`config.mk`:
```
export PLATFORM = sky130hd
export DESIGN_NAME = rsa_exponent_pair_search
export DESIGN_NICKNAME = d
export VERILOG_FILES = /design/src/hdl/rsaeps_pkg.sv /design/src/hdl/rsaeps_dp.sv /design/src/hdl/rsaeps_ctrl.sv /design/src/hdl/rsa_exponent_pair_search.sv
export SDC_FILE = /design/constraint.sdc
export NUM_CORES = 1
export LEC_CHECK = 0
export ABC_AREA = 1
export ABC_CLOCK_PERIOD_IN_PS = 11200
export BUFFER_PORTS_ARGS = -buffer_cell sky130_fd_sc_hd__buf_2
export CAP_MARGIN = 20
export CORE_ASPECT_RATIO = 1.2
export CORE_MARGIN = 4
export CORE_UTILIZATION = 55
export CTS_BUF_LIST = sky130_fd_sc_hd__clkbuf_16
export DETAILED_ROUTE_END_ITERATION = 7
export GPL_TIMING_DRIVEN = 1
export MAX_ROUTING_LAYER = met4
export PLACE_DENSITY = 0.69
export SYNTH_ARGS = -nofsm -noshare
export SYNTH_HDL_FRONTEND = slang
export SYNTH_SLANG_ARGS = --single-unit
export TNS_END_PERCENT = 5
```
`constraint.sdc`:
```
create_clock -name clk -period 11.2 [get_ports clk]
set_input_delay 1.12 -clock clk [delete_from_list [all_inputs] [get_ports clk]]
set_output_delay 1.12 -clock clk [all_outputs]
set_load 0.05 [all_outputs]
```
`src/hdl/rsaeps_pkg.sv`:
```
// rsaeps_pkg: shared command and status types for the exponent pair search
// used by rsaeps_ctrl, rsaeps_dp and the top level; no dependencies
package rsaeps_pkg;

    typedef enum logic [3:0] {
        OP_NONE     = 4'd0,
        OP_LOAD     = 4'd1,
        OP_GCD_INIT = 4'd2,
        OP_DIV_INIT = 4'd3,
        OP_DIV_STEP = 4'd4,
        OP_GCD_NEXT = 4'd5,
        OP_E_INC    = 4'd6,
        OP_INV_INIT = 4'd7,
        OP_INV_NEXT = 4'd8,
        OP_FIX_MOD  = 4'd9,
        OP_FIX_SIGN = 4'd10,
        OP_EMIT     = 4'd11
    } op_t;

    typedef struct packed {
        op_t  op;
        logic degen;
    } cmd_t;

    typedef struct packed {
        logic phi_small;
        logic b_zero;
        logic a_one;
    } sts_t;

    localparam int unsigned FIELD_W = 32;

endpackage

```
`src/hdl/rsaeps_dp.sv`:
```
// rsaeps_dp: datapath with euclid registers, shift-subtract divider and
// quotient-times-coefficient accumulator; depends on rsaeps_pkg
module rsaeps_dp #(
    parameter int unsigned WIDTH = 32
) (
    input  logic                          clk,
    input  rsaeps_pkg::cmd_t              cmd,
    output rsaeps_pkg::sts_t              sts,
    input  logic [rsaeps_pkg::FIELD_W-1:0] totient,
    output logic [rsaeps_pkg::FIELD_W-1:0] public_exponent,
    output logic [rsaeps_pkg::FIELD_W-1:0] private_exponent,
    output logic                          degenerate
);
    localparam int unsigned FW = rsaeps_pkg::FIELD_W;

    logic [WIDTH-1:0] phi_reg, e_reg, a_reg, b_reg, dvd_reg, rem_reg;
    logic [WIDTH-1:0] prev_reg, cur_reg, acc_reg, d_reg;
    logic             prev_neg_reg, cur_neg_reg;
    logic [FW-1:0]    pub_reg, priv_reg;
    logic             degen_reg;

    logic [WIDTH+FW-1:0] tot_ext, e_ext, d_ext;
    logic [WIDTH-1:0]    phi_in, e_inc, pm;
    logic [WIDTH:0]      rem_sh;
    logic [WIDTH+1:0]    diff;
    logic                ge;
    logic [WIDTH-1:0]    acc_add, pm_diff;
    logic [WIDTH:0]      mod_diff;

    assign tot_ext = {{WIDTH{1'b0}}, totient};
    assign phi_in  = tot_ext[WIDTH-1:0];
    assign e_inc   = e_reg + WIDTH'(1);

    // one restoring division step
    assign rem_sh  = {rem_reg, dvd_reg[WIDTH-1]};
    assign diff    = {1'b0, rem_sh} - {2'b00, b_reg};
    assign ge      = ~diff[WIDTH+1];
    assign acc_add = {acc_reg[WIDTH-2:0], 1'b0} + (ge ? cur_reg : '0);

    // coefficient reduction and sign fix
    assign mod_diff = {1'b0, prev_reg} - {1'b0, phi_reg};
    assign pm       = mod_diff[WIDTH] ? prev_reg : mod_diff[WIDTH-1:0];
    assign pm_diff  = phi_reg - prev_reg;

    assign e_ext = {{FW{1'b0}}, e_reg};
    assign d_ext = {{FW{1'b0}}, d_reg};

    always_ff @(posedge clk) begin
        unique case (cmd.op)
            rsaeps_pkg::OP_LOAD: phi_reg <= phi_in;
            rsaeps_pkg::OP_GCD_INIT:
            begin
                e_reg <= WIDTH'(2);
                a_reg <= phi_reg;
                b_reg <= WIDTH'(2);
            end
            rsaeps_pkg::OP_E_INC:
            begin
                e_reg <= e_inc;
                a_reg <= phi_reg;
                b_reg <= e_inc;
            end
            rsaeps_pkg::OP_DIV_INIT:
            begin
                dvd_reg <= a_reg;
                rem_reg <= '0;
                acc_reg <= '0;
            end
            rsaeps_pkg::OP_DIV_STEP:
            begin
                dvd_reg <= {dvd_reg[WIDTH-2:0], 1'b0};
                rem_reg <= ge ? diff[WIDTH-1:0] : rem_sh[WIDTH-1:0];
                acc_reg <= acc_add;
            end
            rsaeps_pkg::OP_GCD_NEXT:
            begin
                a_reg <= b_reg;
                b_reg <= rem_reg;
            end
            rsaeps_pkg::OP_INV_INIT:
            begin
                a_reg        <= phi_reg;
                b_reg        <= e_reg;
                prev_reg     <= '0;
                cur_reg      <= WIDTH'(1);
                prev_neg_reg <= 1'b0;
                cur_neg_reg  <= 1'b0;
            end
            rsaeps_pkg::OP_INV_NEXT:
            begin
                a_reg        <= b_reg;
                b_reg        <= rem_reg;
                prev_reg     <= cur_reg;
                cur_reg      <= prev_reg + acc_reg;
                prev_neg_reg <= cur_neg_reg;
                cur_neg_reg  <= ~cur_neg_reg;
            end
            rsaeps_pkg::OP_FIX_MOD: prev_reg <= pm;
            rsaeps_pkg::OP_FIX_SIGN:
                d_reg <= (prev_neg_reg && prev_reg != '0) ? pm_diff : prev_reg;
            rsaeps_pkg::OP_EMIT:
            begin
                pub_reg   <= cmd.degen ? '0 : e_ext[FW-1:0];
                priv_reg  <= cmd.degen ? '0 : d_ext[FW-1:0];
                degen_reg <= cmd.degen;
            end
            default: ;
        endcase
    end

    assign sts.phi_small = phi_reg < WIDTH'(3);
    assign sts.b_zero    = b_reg == '0;
    assign sts.a_one     = a_reg == WIDTH'(1);

    assign public_exponent  = pub_reg;
    assign private_exponent = priv_reg;
    assign degenerate       = degen_reg;
endmodule

```
`src/hdl/rsaeps_ctrl.sv`:
```
// rsaeps_ctrl: sequencer for search, gcd and inverse phases plus handshakes
// depends on rsaeps_pkg
module rsaeps_ctrl #(
    parameter int unsigned WIDTH = 32
) (
    input  logic             clk,
    input  logic             rst_n,
    input  logic             in_valid,
    output logic             in_ready,
    output logic             out_valid,
    input  logic             out_ready,
    input  rsaeps_pkg::sts_t sts,
    output rsaeps_pkg::cmd_t cmd
);
    localparam int unsigned CW = $clog2(WIDTH);

    typedef enum logic [12:0] {
        S_IDLE     = 13'b0000000000001,
        S_CHECK    = 13'b0000000000010,
        S_DIV_INIT = 13'b0000000000100,
        S_DIV_STEP = 13'b0000000001000,
        S_GCD_NEXT = 13'b0000000010000,
        S_GCD_TEST = 13'b0000000100000,
        S_E_INC    = 13'b0000001000000,
        S_INV_INIT = 13'b0000010000000,
        S_INV_NEXT = 13'b0000100000000,
        S_INV_TEST = 13'b0001000000000,
        S_FIX_MOD  = 13'b0010000000000,
        S_FIX_SIGN = 13'b0100000000000,
        S_EMIT     = 13'b1000000000000
    } state_t;

    state_t        state_reg, state_next;
    logic [CW-1:0] cnt_reg, cnt_next;
    logic          inv_reg, inv_next;
    logic          degen_reg, degen_next;
    logic          out_valid_reg, out_valid_next;
    logic          emit;

    always_comb begin
        state_next = state_reg;
        cnt_next   = cnt_reg;
        inv_next   = inv_reg;
        degen_next = degen_reg;
        cmd.op     = rsaeps_pkg::OP_NONE;
        cmd.degen  = degen_reg;
        emit       = 1'b0;
        unique case (state_reg)
            S_IDLE:
                if (in_valid)
                begin
                    cmd.op     = rsaeps_pkg::OP_LOAD;
                    state_next = S_CHECK;
                end
            S_CHECK:
            begin
                inv_next = 1'b0;
                if (sts.phi_small)
                begin
                    degen_next = 1'b1;
                    state_next = S_EMIT;
                end
                else
                begin
                    degen_next = 1'b0;
                    cmd.op     = rsaeps_pkg::OP_GCD_INIT;
                    state_next = S_DIV_INIT;
                end
            end
            S_DIV_INIT:
            begin
                cmd.op     = rsaeps_pkg::OP_DIV_INIT;
                cnt_next   = '0;
                state_next = S_DIV_STEP;
            end
            S_DIV_STEP:
            begin
                cmd.op   = rsaeps_pkg::OP_DIV_STEP;
                cnt_next = cnt_reg + CW'(1);
                if (cnt_reg == CW'(WIDTH - 1))
                    state_next = inv_reg ? S_INV_NEXT : S_GCD_NEXT;
            end
            S_GCD_NEXT:
            begin
                cmd.op     = rsaeps_pkg::OP_GCD_NEXT;
                state_next = S_GCD_TEST;
            end
            S_GCD_TEST:
                priority if (!sts.b_zero) state_next = S_DIV_INIT;
                else if (sts.a_one)       state_next = S_INV_INIT;
                else                      state_next = S_E_INC;
            S_E_INC:
            begin
                cmd.op     = rsaeps_pkg::OP_E_INC;
                state_next = S_DIV_INIT;
            end
            S_INV_INIT:
            begin
                cmd.op     = rsaeps_pkg::OP_INV_INIT;
                inv_next   = 1'b1;
                state_next = S_DIV_INIT;
            end
            S_INV_NEXT:
            begin
                cmd.op     = rsaeps_pkg::OP_INV_NEXT;
                state_next = S_INV_TEST;
            end
            S_INV_TEST:
                state_next = sts.b_zero ? S_FIX_MOD : S_DIV_INIT;
            S_FIX_MOD:
            begin
                cmd.op     = rsaeps_pkg::OP_FIX_MOD;
                state_next = S_FIX_SIGN;
            end
            S_FIX_SIGN:
            begin
                cmd.op     = rsaeps_pkg::OP_FIX_SIGN;
                state_next = S_EMIT;
            end
            S_EMIT:
                if (!out_valid_reg || out_ready)
                begin
                    cmd.op     = rsaeps_pkg::OP_EMIT;
                    emit       = 1'b1;
                    state_next = S_IDLE;
                end
            default: state_next = S_IDLE;
        endcase
    end

    always_comb begin
        out_valid_next = out_valid_reg;
        priority if (emit)                      out_valid_next = 1'b1;
        else if (out_valid_reg && out_ready)    out_valid_next = 1'b0;
    end

    always_ff @(posedge clk or negedge rst_n) begin
        if (!rst_n)
        begin
            state_reg     <= S_IDLE;
            cnt_reg       <= '0;
            inv_reg       <= 1'b0;
            degen_reg     <= 1'b0;
            out_valid_reg <= 1'b0;
        end
        else
        begin
            state_reg     <= state_next;
            cnt_reg       <= cnt_next;
            inv_reg       <= inv_next;
            degen_reg     <= degen_next;
            out_valid_reg <= out_valid_next;
        end
    end

    assign in_ready  = state_reg == S_IDLE;
    assign out_valid = out_valid_reg;
endmodule

```
`src/hdl/rsa_exponent_pair_search.sv`:
```
// rsa_exponent_pair_search: top level joining rsaeps_ctrl and rsaeps_dp
// depends on rsaeps_pkg, rsaeps_ctrl, rsaeps_dp
//
// channel  signals                                        dir
// in       in_valid/in_ready, totient                     beat in
// out      out_valid/out_ready, public_exponent,          beat out
//          private_exponent, degenerate
//
// one beat at a time; the shift-subtract divider runs WIDTH divide steps per
// euclid step, plus the DIV_INIT, NEXT and TEST states around each step
// a totient below 3 goes straight to emit with degenerate set
// reset clears only control state; no clearing pass
// the result waits in the output register while the next beat is taken
module rsa_exponent_pair_search #(
    parameter int unsigned WIDTH = 32
) (
    input  logic        clk,
    input  logic        rst_n,
    input  logic        in_valid,
    output logic        in_ready,
    input  logic [31:0] totient,
    output logic        out_valid,
    input  logic        out_ready,
    output logic [31:0] public_exponent,
    output logic [31:0] private_exponent,
    output logic        degenerate
);
    rsaeps_pkg::cmd_t cmd;   // controller to datapath
    rsaeps_pkg::sts_t sts;   // datapath flags back

    // sequencer: search for e, gcd test, extended euclid, fixup, emit
    rsaeps_ctrl #(.WIDTH(WIDTH)) u_ctrl (
        .clk       (clk),
        .rst_n     (rst_n),
        .in_valid  (in_valid),
        .in_ready  (in_ready),
        .out_valid (out_valid),
        .out_ready (out_ready),
        .sts       (sts),
        .cmd       (cmd)
    );

    // registers, divider and output payload
    rsaeps_dp #(.WIDTH(WIDTH)) u_dp (
        .clk              (clk),
        .cmd              (cmd),
        .sts              (sts),
        .totient          (totient),
        .public_exponent  (public_exponent),
        .private_exponent (private_exponent),
        .degenerate       (degenerate)
    );
endmodule

```
==> impl_metrics.tcl <==
set metrics [dict create \
    clk_pin_slew_worst_paths_ps 60 \
    drc_errors 0 \
    path_cells "ha_1 > nand2_1 > nand2_1 > nand2_1 > nand2_1 > nand2_1 > nand3_1 > nand2_1 > nand2_1 > nand2_1 > nand2_2 > inv_1 > buf_4 > nor2_1 > ha_1 > nand2_1 > nor2_1 > a21oi_1 > o21ai_0 > nand2_1 > nand2_1 > nand3_1 > nand2_1 > nor2_1" \
    drv_cap 0 \
    detail-route-antenna-nets 0 \
    nNetsFinal 3579 \
    startpoint_type "flop" \
    synth_ff_type "edfxtp_1" \
    fp-row-count 88 \
    die_w_um 209 \
    synthArstFlopShare 0.0515 \
    io_buffer_count 102 \
    antenna_found_initial 0 \
    ir_worst_vdd_mv 0.136 \
    cp-end-kind "flop" \
    finalHoldViolCount 0 \
    dieArea_sq_um 52200 \
    grt_pass1_wl_mm 136 \
    diodes 0 \
    cts.sinks 408 \
    grt_overflow 0 \
    slowest_delay_ps 540 \
    worst_ep_required_time_ps 11540 \
    criticalPathCategory "flop to flop" \
    final_util 0.609 \
    critPathMostFrequentCell "nand2_1" \
    final.setup.tns_ps 0 \
    dp_cells 3965 \
    fin_worst_skew_ps 24.0 \
    outcome "completed" \
    grt_max_degree 74 \
    grt_usage 0.345 \
    cts_tree "built" \
    seq_area_frac_synth 0.454 \
    min-delay-path-class "flop to flop" \
    p_switching_uw 1940 \
    pwr_density_cell_nw_per_um2 176 \
    h-tree-depth 2 \
    wl_per_cell_um 22.3 \
    drt_first_pass_iters 6 \
    drive_above_1_share 0.0744 \
    critPathArrivalTime_ps 5160 \
    worstMarginPinSlew_ps 1040 \
    grt_pass1_vias 24037 \
    synth_fp_nets 3490 \
    p_int_uw 3210 \
    clockRootBuffer "clkbuf_16" \
    drt_wl_total_mm 90.2 \
    start_util 0.556 \
    insertion_delay_ps 590 \
    clockBufferDepth 3 \
    fin_area_sq_um 29300 \
    place_area_sq_um 27900 \
    seq_power_share 0.397 \
    die_h_um 250 \
    viasPerCell 5.90 \
    numCtsBuffers 42 \
    relSlewSlack 0.299 \
    synth.avg_cell_area_sq_um 8.13 \
    postLayoutSetupSlackWorst_ps 6380 \
    setup_viol 0 \
    power_frac_clock 0.284 \
    ys_warn_count 0 \
    io_pins 103 \
    post-place-ws_ps 6500 \
    ys_ff_latch 408 \
    netlist_instances 3290 \
    gp_congestion 1.03 \
    power.share.switching 0.376 \
    fin_crit_sh 0.431 \
    synth.distinct_cells 60 \
    dr_total_vias 23829 \
    synth-edff-count 387 \
    post_cts_buffers 0 \
    drv_slew 0 \
    layout.cells.non_filler 4042 \
    mappedNetlistArea_sq_um 26700 \
    rsz0062_at_grt "false" \
    drt_iter0_drc 2479 \
    area_growth_pct 9.49 \
    power_frac_comb 0.320 \
    fmax_ghz 0.207 \
    cp_slowest_cell "o21ai_0" \
    min_period_ps 4820 \
    post_cts_resized 0 \
    worstPathMaxFanout 33 \
    place_hpwl_mm 71.2 \
    p_leak_uw 0.0129 \
    hold_buffers 0 \
    core_area_sq_um 48100 \
]
cell usage after synthesis (all sizes together), types with 2 or more instances:
| cell type | count | area (sq um) |
|---|---|---|
| nand2 | 753 | 2840 |
| nand4 | 40 | 265 |
| or2 | 27 | 169 |
| nand3b | 12 | 90.1 |
| xor2 | 61 | 534 |
| nor3 | 62 | 327 |
| o21a | 19 | 143 |
| o21ai | 230 | 1150 |
| dfrtp | 20 | 500 |
| a22o | 2 | 17.5 |
| nor4 | 33 | 206 |
| o22ai | 23 | 144 |
| clkbuf | 43 | 161 |
| nor2 | 397 | 1530 |
| buf | 33 | 175 |
| a21o | 21 | 158 |
| clkinv | 2 | 7.51 |
| a21oi | 257 | 1290 |
| a21boi | 5 | 37.5 |
| edfxtp | 387 | 11600 |
| a211oi | 6 | 45.0 |
| nand3 | 160 | 851 |
| inv | 452 | 1700 |
| o211ai | 22 | 215 |
| fa | 5 | 100 |
| and2 | 3 | 18.8 |
| xnor2 | 22 | 193 |
| ha | 159 | 1990 |
| o21bai | 9 | 71.3 |
| a31oi | 16 | 100 |
cells in the final DEF, fill, tap and decap left out, types with 22 or more instances in the layout:
cell         n
clkbuf_16   42
nand2_1    746
or2_2       22
o22ai_1     23
nand4_1     39
ha_1       159
o21ai_0    213
nand3_1    153
inv_1      448
nor3_1      59
buf_2      102
xor2_1      61
nor4_1      33
xnor2_1     22
a21oi_1    256
edfxtp_1   387
nor2_1     390
critical path, delay by kind of cell, from the launching register on:
| kind | cells | cell delay [ps] |
|---|---|---|
| AND/OR/NAND/NOR | 18 | 2070 |
| adder cells (fa/ha/maj) | 2 | 810 |
| AO/OA/AOI/OAI | 2 | 790 |
| flip-flops | 1 | 440 |
| buffers and inverters | 2 | 430 |
routing by layer:
layer / global-route usage / vias up / wire [um]
li1: - / 11257 / -
met1: 0.376 / 11222 / 32100
met2: 0.620 / 1082 / 46900
met3: 0.0355 / 268 / 5370
met4: 0.182 / 0 / 5790
met5: - / - / 0
path summary, 6_finish.rpt:
check | from | to | slack, ps | cells after the start
max in group asynchronous | rst_n | u_ctrl.state_reg[0]$_DFFE_PN1P_ | 10350 | 1
worst min register to register | u_ctrl.inv_reg$_DFFE_PN0P_ | u_ctrl.state_reg[4]$_DFFE_PN0P_ | 430 | 1
worst max-delay path | u_dp.rem_reg[1]$_SDFFCE_PP0P_ | u_dp.acc_reg[31]$_SDFFCE_PP0P_ | 6380 | 24
min in group asynchronous | rst_n | u_ctrl.state_reg[5]$_DFFE_PN0P_ | 480 | 1
worst min-delay path | u_ctrl.inv_reg$_DFFE_PN0P_ | u_ctrl.state_reg[4]$_DFFE_PN0P_ | 430 | 1
worst max register to register | u_dp.rem_reg[1]$_SDFFCE_PP0P_ | u_dp.acc_reg[31]$_SDFFCE_PP0P_ | 6380 | 24
per-stage QoR:
| step | hold WS (ps) | power, uW |
|---|---|---|
| after floorplan | 402 | 3150 |
| after global placement | 416 | 3640 |
| after detailed placement | 424 | 3670 |
| after CTS | 432 | 5120 |
| after global routing | 456 | 5400 |
| final | 431 | 5150 |
power by group through the flow:
stage | logic, uW | clock network, uW | registers (uW)
final | 1650 | 1460 | 2040
after global routing | 1810 | 1540 | 2050
after CTS | 1610 | 1470 | 2030
after floorplan | 1140 | 0 | 2010
after global placement | 1580 | 0 | 2060
after detailed placement | 1600 | 0 | 2060
kinds of logic after synthesis:
| group | share of synthesized area |
|---|---|
| buffers and inverters | 0.0764 |
| xor gates and xnor gates | 0.0272 |
| adders and majority gates | 0.0781 |
| and+or+nand+nor | 0.236 |
| AOI/OAI and AO/OA | 0.128 |
| DFF | 0.454 |
cell type report:
type,instances,area [sq um]
timing repair buffer,121,653
sequential,408,12100
clock buffer,42,1050
multi-input combinational,2352,12600
clock inverter,35,355
inverter,454,1710
tap,630,788
fill,4258,18800
(Power assumes the default switching activity.)
